`config.mk`:
```
export PLATFORM = sky130hd
export DESIGN_NAME = cna_cell
export DESIGN_NICKNAME = d
export VERILOG_FILES = /design/src/assert_macros.svh /design/src/cna_pkg.sv /design/src/cna_cell.sv
export SDC_FILE = /design/constraint.sdc
export NUM_CORES = 1
export LEC_CHECK = 0
export BUFFER_PORTS_ARGS = -buffer_cell sky130_fd_sc_hd__buf_2
export CORE_MARGIN = 2
export CORE_UTILIZATION = 35
export DETAILED_ROUTE_END_ITERATION = 10
export PLACE_DENSITY = 0.61
export SKIP_LAST_GASP = 1
export SYNTH_ARGS = -nofsm -noshare
export SYNTH_HDL_FRONTEND = slang
export SYNTH_SLANG_ARGS = --single-unit
```
`constraint.sdc`:
```
create_clock -name i_clk -period 4.8 [get_ports i_clk]
set_clock_uncertainty 0.05 [all_clocks]
set_input_delay 0.72 -clock i_clk [delete_from_list [all_inputs] [get_ports i_clk]]
set_output_delay 0.72 -clock i_clk [all_outputs]
set_load 0.01 [all_outputs]
```
`src/assert_macros.svh`:
```
// Assertion macros used by the top-level RTL file
`ifndef ASSERT_MACROS_SVH
`define ASSERT_MACROS_SVH
`ifndef SYNTHESIS
`define ASSERT_CLK(label, clk, rst_n, prop) \
    label: assert property (@(posedge clk) disable iff (!rst_n) prop) else $error("assertion failed");
`else
`define ASSERT_CLK(label, clk, rst_n, prop)
`endif
`ifndef SYNTHESIS
`define ASSERT_ALWAYS(label, clk, prop) \
    label: assert property (@(posedge clk) prop) else $error("assertion failed");
`else
`define ASSERT_ALWAYS(label, clk, prop)
`endif
`endif

```
`src/cna_pkg.sv`:
```
// Package: types, constants and tables of the complex number ALU
`default_nettype none
package cna_pkg;
    localparam int CORDIC_STAGES_DEF = 16;
    localparam int FRAC_BITS_DEF     = 8;
    localparam int MAX_STAGES        = 24;
    localparam int RES_W             = 33;
    localparam logic [31:0] INV_GAIN_Q32 = 32'd2608131496;
    localparam logic [31:0] ANGLE_PI     = 32'h8000_0000;

    typedef enum logic [1:0] {
        FUNC_ADD = 2'd0,
        FUNC_MUL = 2'd1,
        FUNC_MOD = 2'd2,
        FUNC_ARG = 2'd3
    } t_func;

    typedef struct packed {
        logic              valid;
        t_func             func;
        logic              zero;
        logic signed [32:0] re;
        logic signed [32:0] im;
    } t_ctl;

    function automatic logic [31:0] atan_tab(input int idx);
        logic [31:0] v;
        case (idx)
            0: v = 32'd536870912;  1: v = 32'd316933406;
            2: v = 32'd167458907;  3: v = 32'd85004756;
            4: v = 32'd42667331;   5: v = 32'd21354465;
            6: v = 32'd10679838;   7: v = 32'd5340245;
            8: v = 32'd2670163;    9: v = 32'd1335087;
            10: v = 32'd667544;    11: v = 32'd333772;
            12: v = 32'd166886;    13: v = 32'd83443;
            14: v = 32'd41722;     15: v = 32'd20861;
            16: v = 32'd10430;     17: v = 32'd5215;
            18: v = 32'd2608;      19: v = 32'd1304;
            20: v = 32'd652;       21: v = 32'd326;
            22: v = 32'd163;       23: v = 32'd81;
            default: v = 32'd0;
        endcase
        return v;
    endfunction
endpackage
`default_nettype wire

```
`src/cna_cell.sv`:
```
// One CORDIC vectoring cell with its item control, registered
`default_nettype none
module cna_cell #(
    parameter int IDX = 0,
    parameter int XW  = 28
) (
    input  wire logic                i_clk,
    input  wire logic                i_rst_n,
    input  wire logic                i_en,
    input  wire cna_pkg::t_ctl       i_ctl,
    input  wire logic signed [XW-1:0] i_x,
    input  wire logic signed [XW-1:0] i_y,
    input  wire logic [31:0]         i_z,
    output cna_pkg::t_ctl            o_ctl,
    output logic signed [XW-1:0]     o_x,
    output logic signed [XW-1:0]     o_y,
    output logic [31:0]              o_z
);
    import cna_pkg::*;
    localparam logic [31:0] T = atan_tab(IDX);
    t_ctl r_ctl;
    logic signed [XW-1:0] r_x, r_y, n_x, n_y;
    logic [31:0] r_z, n_z;

    always_comb begin
        if (!i_y[XW-1]) begin
            n_x = i_x + (i_y >>> IDX);
            n_y = i_y - (i_x >>> IDX);
            n_z = i_z + T;
        end else begin
            n_x = i_x - (i_y >>> IDX);
            n_y = i_y + (i_x >>> IDX);
            n_z = i_z - T;
        end
    end

    always_ff @(posedge i_clk) begin
        if (!i_rst_n) begin
            r_ctl.valid <= 1'b0;
        end else if (i_en) begin
            r_ctl.valid <= i_ctl.valid;
        end
        if (i_en) begin
            r_ctl.func <= i_ctl.func;
            r_ctl.zero <= i_ctl.zero;
            r_ctl.re   <= i_ctl.re;
            r_ctl.im   <= i_ctl.im;
            r_x <= n_x;
            r_y <= n_y;
            r_z <= n_z;
        end
    end
    assign o_ctl = r_ctl;
    assign o_x = r_x;
    assign o_y = r_y;
    assign o_z = r_z;
endmodule
`default_nettype wire

```
* Word-level counts from Yosys, hierarchy flattened
Index checks and enable logic that the tools add are counted.
** Cells by class
- Muxes and demuxes :: 3
- $add $sub $neg :: 5
** Operator list (count)
- $mux 28 :: 2
- $sub 28x28->28 :: 2
- $add 32x30->32 const B :: 1
- $mux 32 :: 1
- $sub 32x30->32 const B :: 1
- $add 28x28->28 :: 1
** Word-level totals
- Register bits after elaboration :: 158
- Output and inout port bits :: 158
- Input port bits :: 161
- Logic and storage cells :: 16

* Depth between registers and ports, before layout
Gate-level depths: netlist of the first run.
- Depth after elaboration :: 2
- Depth in mapped cells :: 12
- Depth with buffers taken out :: 11

* Least setup slack after synthesis of the first run
No wires, ideal clock.
- Path kind :: input to register
- Start :: in i_x[0]
- End :: reg r_y[26] (netlist: o_y[26]) (data pin)
- Buffers on the path :: 0
- Cell stages on the path :: 11
- Required time :: 4.486 ns
- Path slack :: 1.536 ns
- Arrival time :: 2.950 ns
- Library setup time :: 0.264 ns
- Cells stage by stage :: ha_1 -> inv_1 -> fa_1 -> o21bai_1 -> a2111oi_1 -> or4b_4 -> o311ai_4 -> nand2_2 -> a211o_1 -> nand3_2 -> xnor2_1
** On the way
- Longest elaborated chain between the ends :: 2
- Elaborated cells between the ends (all ways) :: 3
- Those cells by class :: add/sub (2); mux (1)
** Ends and longest elaborated chain
- start, declared :: RTL line cna_cell.sv:11 : input wire logic signed [XW-1:0] i_x,
- $sub 28x28->28 or $add 28x28->28 (tied branches) :: RTL line cna_cell.sv:28, cna_cell.sv:32
- $mux 28 (*) :: RTL line cna_cell.sv:26 : if (!i_y[XW-1]) begin
- net n_y[26] :: RTL line cna_cell.sv:22 : logic signed [XW-1:0] r_x, r_y, n_x, n_y;
- end signal, assigned :: RTL line cna_cell.sv:49 : r_y <= n_y;
- end, declared :: RTL line cna_cell.sv:22
The timed path passes the listed nets; every way through them passes the cells marked *.
A chain may end at the register's enable or synchronous reset.

* Worst setup path after layout of the first run
- Start :: in i_x[4]
- End :: reg r_x[27] (netlist: o_x[27]) (data pin)
** On the way
- Longest elaborated chain between the ends :: 2
- Elaborated cells between the ends (all ways) :: 3
- Those cells by class :: add/sub (2); mux (1)
** Ends and longest elaborated chain
- $add 28x28->28 or $sub 28x28->28 (tied branches) :: RTL line cna_cell.sv:27, cna_cell.sv:31
- $mux 28 (*) :: RTL line cna_cell.sv:26
- net n_x[27] :: RTL line cna_cell.sv:22
- end signal, assigned :: RTL line cna_cell.sv:48 : r_x <= n_x;
- end, declared :: RTL line cna_cell.sv:22
Marks and branches as above.

==> summary.md, run 1 <==
The first detailed-routing pass took 5 iterations. For this design the top-level I/O count stands at 319. At the pin with the least slew margin, the transition time is 0.833 ns.

The CTS sink count is 157. The floorplan has 60 rows. The die is 168 um tall.

The tools report the net switching power as 1.26 mW. Per report_power, the sequential group accounts for 43.3% of the total. The tools report the max-slew violation count as 0. The number of fillers in the final layout is 2631. After synthesis, the cell types taking the most area are edfxtp_1, ha_1, a21oi_1, xnor2_1, inv_1.

The number of nets in the synthesized netlist is 1119. Hold repair after CTS inserted 0 buffers. The number of DRC markers after the initial detailed-route iteration came out at 594. The tools report the worst hold endpoint as o_ctl[52]. Final critical delay including setup and external delays: 3.29 ns. In the routed layout, each cell is associated on average with a via count of 5.22. Counting flops with a built-in enable in the synthesized netlist gives 156. The Yosys warning count was 0; the hold violation count in the final report was 0. The switching portion of total power is 31.3%, and the horizontal extent of the die is 168 um. For the largest net degree at the start of global routing, the log shows 89. For this design the ratio of total power to cell area is 338 nW/um^2. For the leakage power of the design, the log shows 5.17 nW. The final-stage net count is 1424, and the synthesized area per cell is 10.8 sq um. The cell depth of the worst hold path came out at 1. Cell type with the highest aggregate area in the netlist: edfxtp_1. The via count of the first global-routing pass came out at 7450.

For the internal reg-to-reg setup slack, the log shows 4.16 ns. The number of synthesized register bits works out to 157. The clock network accounts for 31.6% of the total power. The routed design has 28900 um of wire. Synthesis handed over a netlist of 873 instances. The worst reg2reg path endpoint was o_ctl[69].

CTS built an H-tree with a depth of 4. The maximum buffer depth of the clock tree was 2. For this run the aggregate overflow at the end of global routing stands at 0. STA classifies the critical path startpoint as a primary input. Kind of critical path: primary input to register. In this run the most critical hold path is launched from i_ctl[52]. The final critical-path share of the clock period was 68.5%; the clock transition at the register clock pins on the worst setup and hold paths after CTS was 0.07 ns. In this run the post-CTS setup repair buffer count came out at 0.

The tree is rooted in a clkbuf_16. Once detail routing completed, the nets flagged for antenna violations numbered 0. TritonCTS built the clock tree.

Along the worst path, the maximum fanout reaches 10. In this run, placement finished with an instance count of 1500. On the worst path, the slowest cell contributes a delay of 0.56 ns. The worst reg2reg path startpoint is o_ctl[69].

Top achievable clock speed: 304 MHz. The type of destination of the critical path is a register. The core region is 26700 sq um. The diode insertion count for antenna repair was 0.

The signal on the critical path passes through buf_2 -> inv_1 -> ha_1 -> nor2b_4 -> a2111oi_1 -> a2111oi_2 -> o211ai_1 -> nand3_1 -> a211oi_1 -> mux2i_1 -> xor2_1. The number of standard cells in the final layout excluding fillers came out at 1532. The proportion of power drawn by combinational gates was 25.1%; the headroom to the max-slew limit was 44.4%.

The critical path required time is 4.91 ns, and the total DRC errors in the routed layout is 0. In the final routed layout, each cell accounts on average for 18.9 um. The first-pass GRT wire length is 42900 um.

Total of cells resized after clock tree synthesis: 0. Detailed placement finished with a half-perimeter wire length of 23000 um. In this run the cell area of the synthesized design comes to 9450 sq um.

Sequential cells were found to cover 49.8% of the synthesized design area. The tools report the number of antenna violations at the first check in global routing as 3. The flow ran to the end, and the final reports show no timing, DRC or antenna violations. Final setup violation count: 0.

The placer's final routability congestion estimate came out at 0.915. For this configuration, the core starts out at a cell density of 35.4%. The number of vias after detailed routing is 7992, and the die footprint is 28300 sq um. The tools report the count of max-cap constraint violations as 0. Worst voltage drop across the vdd grid: 0.000207 V. At the later pin of the worst-skew pair, clock insertion delay measures 0.41 ns. Global routing used 19.7% of the available tracks across all layers. The slowest stage of the critical path is the a2111oi_1 cell. For the worst setup path, the data arrival time is 3.40 ns. For this run, the leading register cell type out of synthesis is edfxtp_1. Of the post-synthesis cell area, the dominant cell type holds 49.6%.

Relative to the synthesized area, the layout overhead comes to 26.0%. Buffers placed on the I/O ports in this run total 318. The number of different library cells used by synthesis comes to 67.

Setup total negative slack on the finished layout was measured at 0 ns. Clock tree synthesis inserted a total of 17 buffers. The worst reg-to-reg path cell count is 2, and the async set-reset flop share out of synthesis is 0%. The post-route netlist has 31.5% of its cells at a drive strength greater than 1.

Setup repair after global routing left no endpoint under its margin. The total internal power came out at 2.77 mW. The worst hold path class is primary input to register.
==> layout by cell type, fill, tap and decap left out, types with 4 or more instances in the layout <==
cell type / Yosys / routed
a211o_1: 5 / 5
a211oi_1: 7 / 7
a21o_1: 8 / 8
a21oi_1: 106 / 106
and2_1: 6 / 6
buf_2: 8 / 317
clkbuf_16: 0 / 17
edfxtp_1: 156 / 156
fa_1: 4 / 4
ha_1: 81 / 81
inv_1: 79 / 79
inv_2: 4 / 4
inv_6: 0 / 6
inv_8: 0 / 4
mux2i_1: 12 / 12
nand2_1: 31 / 31
nand2b_1: 6 / 6
nand3_1: 15 / 15
nand4_1: 8 / 8
nand4b_1: 4 / 4
nor2_1: 51 / 51
nor2b_1: 9 / 9
nor3_1: 19 / 19
nor4_1: 4 / 4
o211ai_1: 6 / 6
o21a_1: 8 / 8
o21ai_0: 54 / 54
o21ai_1: 5 / 5
o21bai_1: 17 / 17
o221ai_1: 5 / 5
o22ai_1: 7 / 7
o31ai_1: 5 / 5
or2_2: 7 / 7
or3_1: 8 / 8
xnor2_1: 47 / 47
xor2_1: 8 / 8
==> power by group through the flow <==
stage	logic (mW)	registers [mW]	clock network, mW
2_1_floorplan	0.490	1.85	0
3_3_place_gp	1.00	1.77	0
3_5_place_dp	1.01	1.78	0
4_1_cts	1.01	1.75	1.31
5_1_grt	1.10	1.76	1.36
6_report	1.01	1.74	1.27
==> cell type report <==
class                           instances  area, sq um  area share [%]
Timing Repair Buffer                  321         1630            13.7
Inverter                               85          319            2.68
Clock buffer                           17          425            3.57
Tap cell                              341          427            3.58
Clock inverter                         15          128            1.07
Sequential cell                       157         4700            39.5
Multi-Input combinational cell        596         4270            35.9
==> cells in the mapped netlist, types with 6 or more instances <==
| library cell | number |
|---|---|
| nand3_1 | 15 |
| buf_1 | 9 |
| nor2_1 | 51 |
| ha_1 | 81 |
| a21o_1 | 8 |
| nand2b_1 | 6 |
| nor3_1 | 19 |
| o211ai_1 | 6 |
| mux2i_1 | 12 |
| o21a_1 | 8 |
| nand4_1 | 8 |
| xor2_1 | 8 |
| clkbuf_1 | 16 |
| xnor2_1 | 47 |
| nor2b_1 | 9 |
| inv_1 | 79 |
| nand2_1 | 31 |
| or3_1 | 8 |
| or2_2 | 7 |
| a21oi_1 | 106 |
| edfxtp_1 | 156 |
| o21bai_1 | 17 |
| o22ai_1 | 7 |
| o21ai_0 | 54 |
| a211oi_1 | 7 |
| buf_2 | 8 |
| and2_1 | 6 |
==> stage by stage <==
step | power, mW | hold slack [ns] | setup slack (ns) | area [sq um] | util [%]
after detailed placement | 2.78 | 0.456 | 1.11 | 11400 | 42.5
after CTS | 4.07 | 0.405 | 1.55 | 11900 | 44.6
after global routing | 4.22 | 0.407 | 1.28 | 11900 | 44.6
after global placement | 2.78 | 0.447 | 1.16 | 11400 | 42.5
after floorplan | 2.34 | 0.488 | 1.54 | 9450 | -
final | 4.03 | 0.428 | 1.51 | 11900 | 44.6
==> flip-flops by register name, summed over array words and instances, names as in the netlist <==
signal,cells
o_y,27
o_ctl,70
o_z,32
o_x,28
==> kinds of logic (layout without fill, tap and decap cells) <==
family                   after synthesis  in the layout  synth area share [%]
adder cells (fa/ha/maj)               85             85                  11.6
flip-flops                           157            157                  49.8
buffers and inverters                120            438                  4.99
XOR/XNOR                              55             55                  5.10
AO/OA/AOI/OAI                        268            268                  17.9
multiplexers                          12             12                  1.27
AND/OR/NAND/NOR                      176            176                  9.39
==> worst max-delay path: cells and delay by family <==
family,cells,cell delay (ns)
xor gates and xnor gates,1,0.16
AOI/OAI and AO/OA,4,1.39
buffers and inverters,2,0.14
adders and majority gates,1,0.54
muxes,1,0.13
and+or+nand+nor,2,0.30
==> worst max-delay path by stage <==
stage / slack (ns) / startpoint / to
after detailed placement: 1.11 / i_x[4] / o_x[27]
after global placement: 1.16 / i_x[4] / o_x[27]
after floorplan: 1.54 / i_x[0] / o_y[26]
final: 1.51 / i_x[4] / o_x[27]
after global routing: 1.28 / i_x[4] / o_y[27]
after CTS: 1.55 / i_x[4] / o_x[27]
==> layer usage <==
layer	routed length [um]	GRT usage, %	vias up	part of all wire, %
met5	40	0	-	0.14
met4	606	5.92	6	2.1
met3	2130	3.50	36	7.4
met2	14100	33.6	381	49
met1	12100	25.5	3765	42
li1	-	-	3804	-
Note: power is estimated with default switching activity, not from simulation.
==> inputs of run 2 (changes only) <==
--- a/config.mk
+++ b/config.mk
@@ -9,7 +9,7 @@
 export CORE_MARGIN = 2
 export CORE_UTILIZATION = 35
 export DETAILED_ROUTE_END_ITERATION = 10
-export PLACE_DENSITY = 0.61
+export PLACE_DENSITY = 0.63
 export SKIP_LAST_GASP = 1
 export SYNTH_ARGS = -nofsm -noshare
 export SYNTH_HDL_FRONTEND = slang
==> constraint.sdc (replaced) <==
create_clock -name i_clk -period 3 [get_ports i_clk]
set_clock_uncertainty 0.05 [all_clocks]
set_input_delay 0.45 -clock i_clk [delete_from_list [all_inputs] [get_ports i_clk]]
set_output_delay 0.45 -clock i_clk [all_outputs]
set_load 0.01 [all_outputs]
==> summary.md, run 2 (synthesis results as in run 1) <==
Kind of critical path: primary input to register. CTS placed an instance of clkbuf_16 at the clock tree root. The net switching power was 2.08 mW; the floorplan die height was 168 um. Counting along the longest clock path gives a buffer depth of 2. The repair_antennas step left the layout with diodes totalling 0. The post-detailed-route wirelength per cell was 18.4 um; the critical path required time was 3.11 ns. For the leakage power of the design, the log shows 5.95 nW. In this run the number of H-tree levels came out at 4.

The detail route stage leaves a number of antenna-violating nets equal to 0. The logs give 1 for the number of antenna violations at the first check in global routing and 26700 sq um for the core box area. Clock latency on the worst-skew pair, taken at its later pin, is 0.41 ns. The die covers 28300 sq um.

Internal power comes to 4.90 mW. The share of power burned in registers is 40.0%, and the power per cell area is 530 nW/um^2. Once the clock tree was built, the resizer swapped 0 gates to a different size. Before CTS, the worst setup slack after placement is -0.329 ns. Leaving out fill and tap cells, the most frequent cells in the layout are buf_2, edfxtp_1, buf_4. TritonCTS built the clock tree.

Per report_power, the clock group accounts for 32.6% of the total. The CTS sink count was 157; the area overhead of the layout relative to synthesis was 39.4%. The tools report the setup TNS as 0 ns. Setup violations remaining at the end of the flow were counted as 0. The post-layout utilization of the core was 49.3%. Combinational cells account for 27.4% of the total power. Dividing the detail-routed via count by the number of cells gives 5.03. IR analysis of the VDD net gives a maximum drop of 0.000364 V. For the number of clock buffers inserted by TritonCTS, the log shows 17. Worst hold path class: primary input to register. The clock transition at the register clock pins on the worst setup and hold paths after CTS came out at 0.07 ns. The first global-routing pass estimated 46700 um of wire. The final-stage net count was 1579. Data arrives at the worst endpoint at 2.93 ns. The run gives 8490 as the number of vias after detailed routing. The hold violation count in the final report is 0, and the flip-flop count of the largest register after layout is 70. The sort of element at the start of the critical path is a primary input. The post-CTS repair timing setup buffer count came out at 0. The flow ran to the end, and the final reports show no timing, DRC or antenna violations.

The number of port buffers was 318; the max-slew violation count was 0. Leaving out fill and tap cells, the most frequent cell in the layout is buf_2. For the pin with the worst max-slew slack, the measured transition is 0.929 ns. Buffers inserted to repair hold after CTS numbered 0. The final critical-path share of the clock period was 93.9%. In the final layout, the share of cells above drive strength 1 is 39.3%.

The top achievable clock speed was 355 MHz. For the total DRC errors in the routed layout, the log shows 0. Entering global routing, the biggest net connects 69 pins.

In this run switching power makes up 29.8% of total power. The horizontal extent of the die works out to 168 um. The logs give 0 for the final global-route overflow total and 319 for the number of primary I/O pins.

In this run, the number of DRC markers left after iteration 0 of detailed routing was 566. Power comes to 6.98 mW. The largest fanout of any net on the critical path works out to 6.

The total length of routed wires is 31000 um, and the internal reg-to-reg setup slack is 2.34 ns. The placer's final routability congestion estimate was 0.954; the first-pass detailed-route iteration total was 5. Setup repair after global routing left no endpoint under its margin.

The final critical delay including setup and external delays was 2.82 ns; the number of placement rows was 60. The run gives 35.4% as the starting utilization of the core area. Across every metal layer, demand over resource in global routing totals 21.5%.

The logs give 0 for the count of max-cap constraint violations and 1655 for the placed instance count. The wire-length estimate of the detail-placed layout is 25700 um. For the final critical-path setup slack, the log shows 0.183 ns.

Type of destination of the critical path: a register. The logs give 8233 for the via count of the first global-routing pass and 37.3% for the headroom to the max-slew limit. Excluding fillers, the count of instances in the completed layout stands at 1687.
-- run 2: cell types whose count changed in the layout (fill, tap and decap cells not counted) --
cell	change
clkinv_4	+1
clkinv_2	-3
buf_4	+154
clkinvlp_4	-1
buf_12	+1
clkinv_8	+1
clkbuf_1	+1
inv_8	-3
bufinv_16	+3
a2111oi_4	+1
inv_6	+1
a2111oi_2	-1
-- run 2: metrics by stage --
| step | instance area, sq um | hold WS (ns) |
|---|---|---|
| 6_report | 13200 | 0.156 |
| 5_1_grt | 13200 | 0.136 |
| 4_1_cts | 13200 | 0.136 |
| 3_5_place_dp | 12500 | 0.491 |
| 3_3_place_gp | 12500 | 0.445 |
| 2_1_floorplan | 9450 | 0.488 |
-- run 2: final cells by class --
cell class	count	area, sq um
multi-input combinational	596	4280
tap	341	427
fill	2529	13600
sequential	157	4700
clock buffer	18	429
timing repair buffer	476	2810
clock inverter	14	195
inverter	85	319
-- run 2: routing by layer --
metal	share of wire (%)	track usage [%]
met3	6.8	3.50
met2	47	36.0
met1	43	28.3
met4	2.3	7.20
met5	0.058	0
-- run 2: final timing paths --
kind,endpoint,depth (start not counted),start
worst min register to register,o_ctl[69],2,o_ctl[69]
worst max register to register,o_ctl[69],2,o_ctl[69]
worst min-delay path,o_ctl[3],1,i_ctl[3]
worst max-delay path,o_y[26],12,i_x[0]
-- run 2: critical path, stage by stage --
cell       delay [ns]
buf_2            0.10
ha_1             0.15
inv_1            0.05
fa_1             0.39
o21bai_1         0.19
a2111oi_1        0.12
or4b_4           0.58
o311ai_4         0.27
nand2_2          0.16
a211o_1          0.33
nand3_2          0.08
xnor2_1          0.06
-- run 2: power by group through the flow --
stage	combinational, mW	sequential, mW	clock (mW)
2_1_floorplan	0.784	2.97	0
5_1_grt	2.06	2.82	2.39
3_5_place_dp	1.90	2.84	0
4_1_cts	1.90	2.80	2.32
6_report	1.91	2.79	2.27
3_3_place_gp	1.89	2.84	0
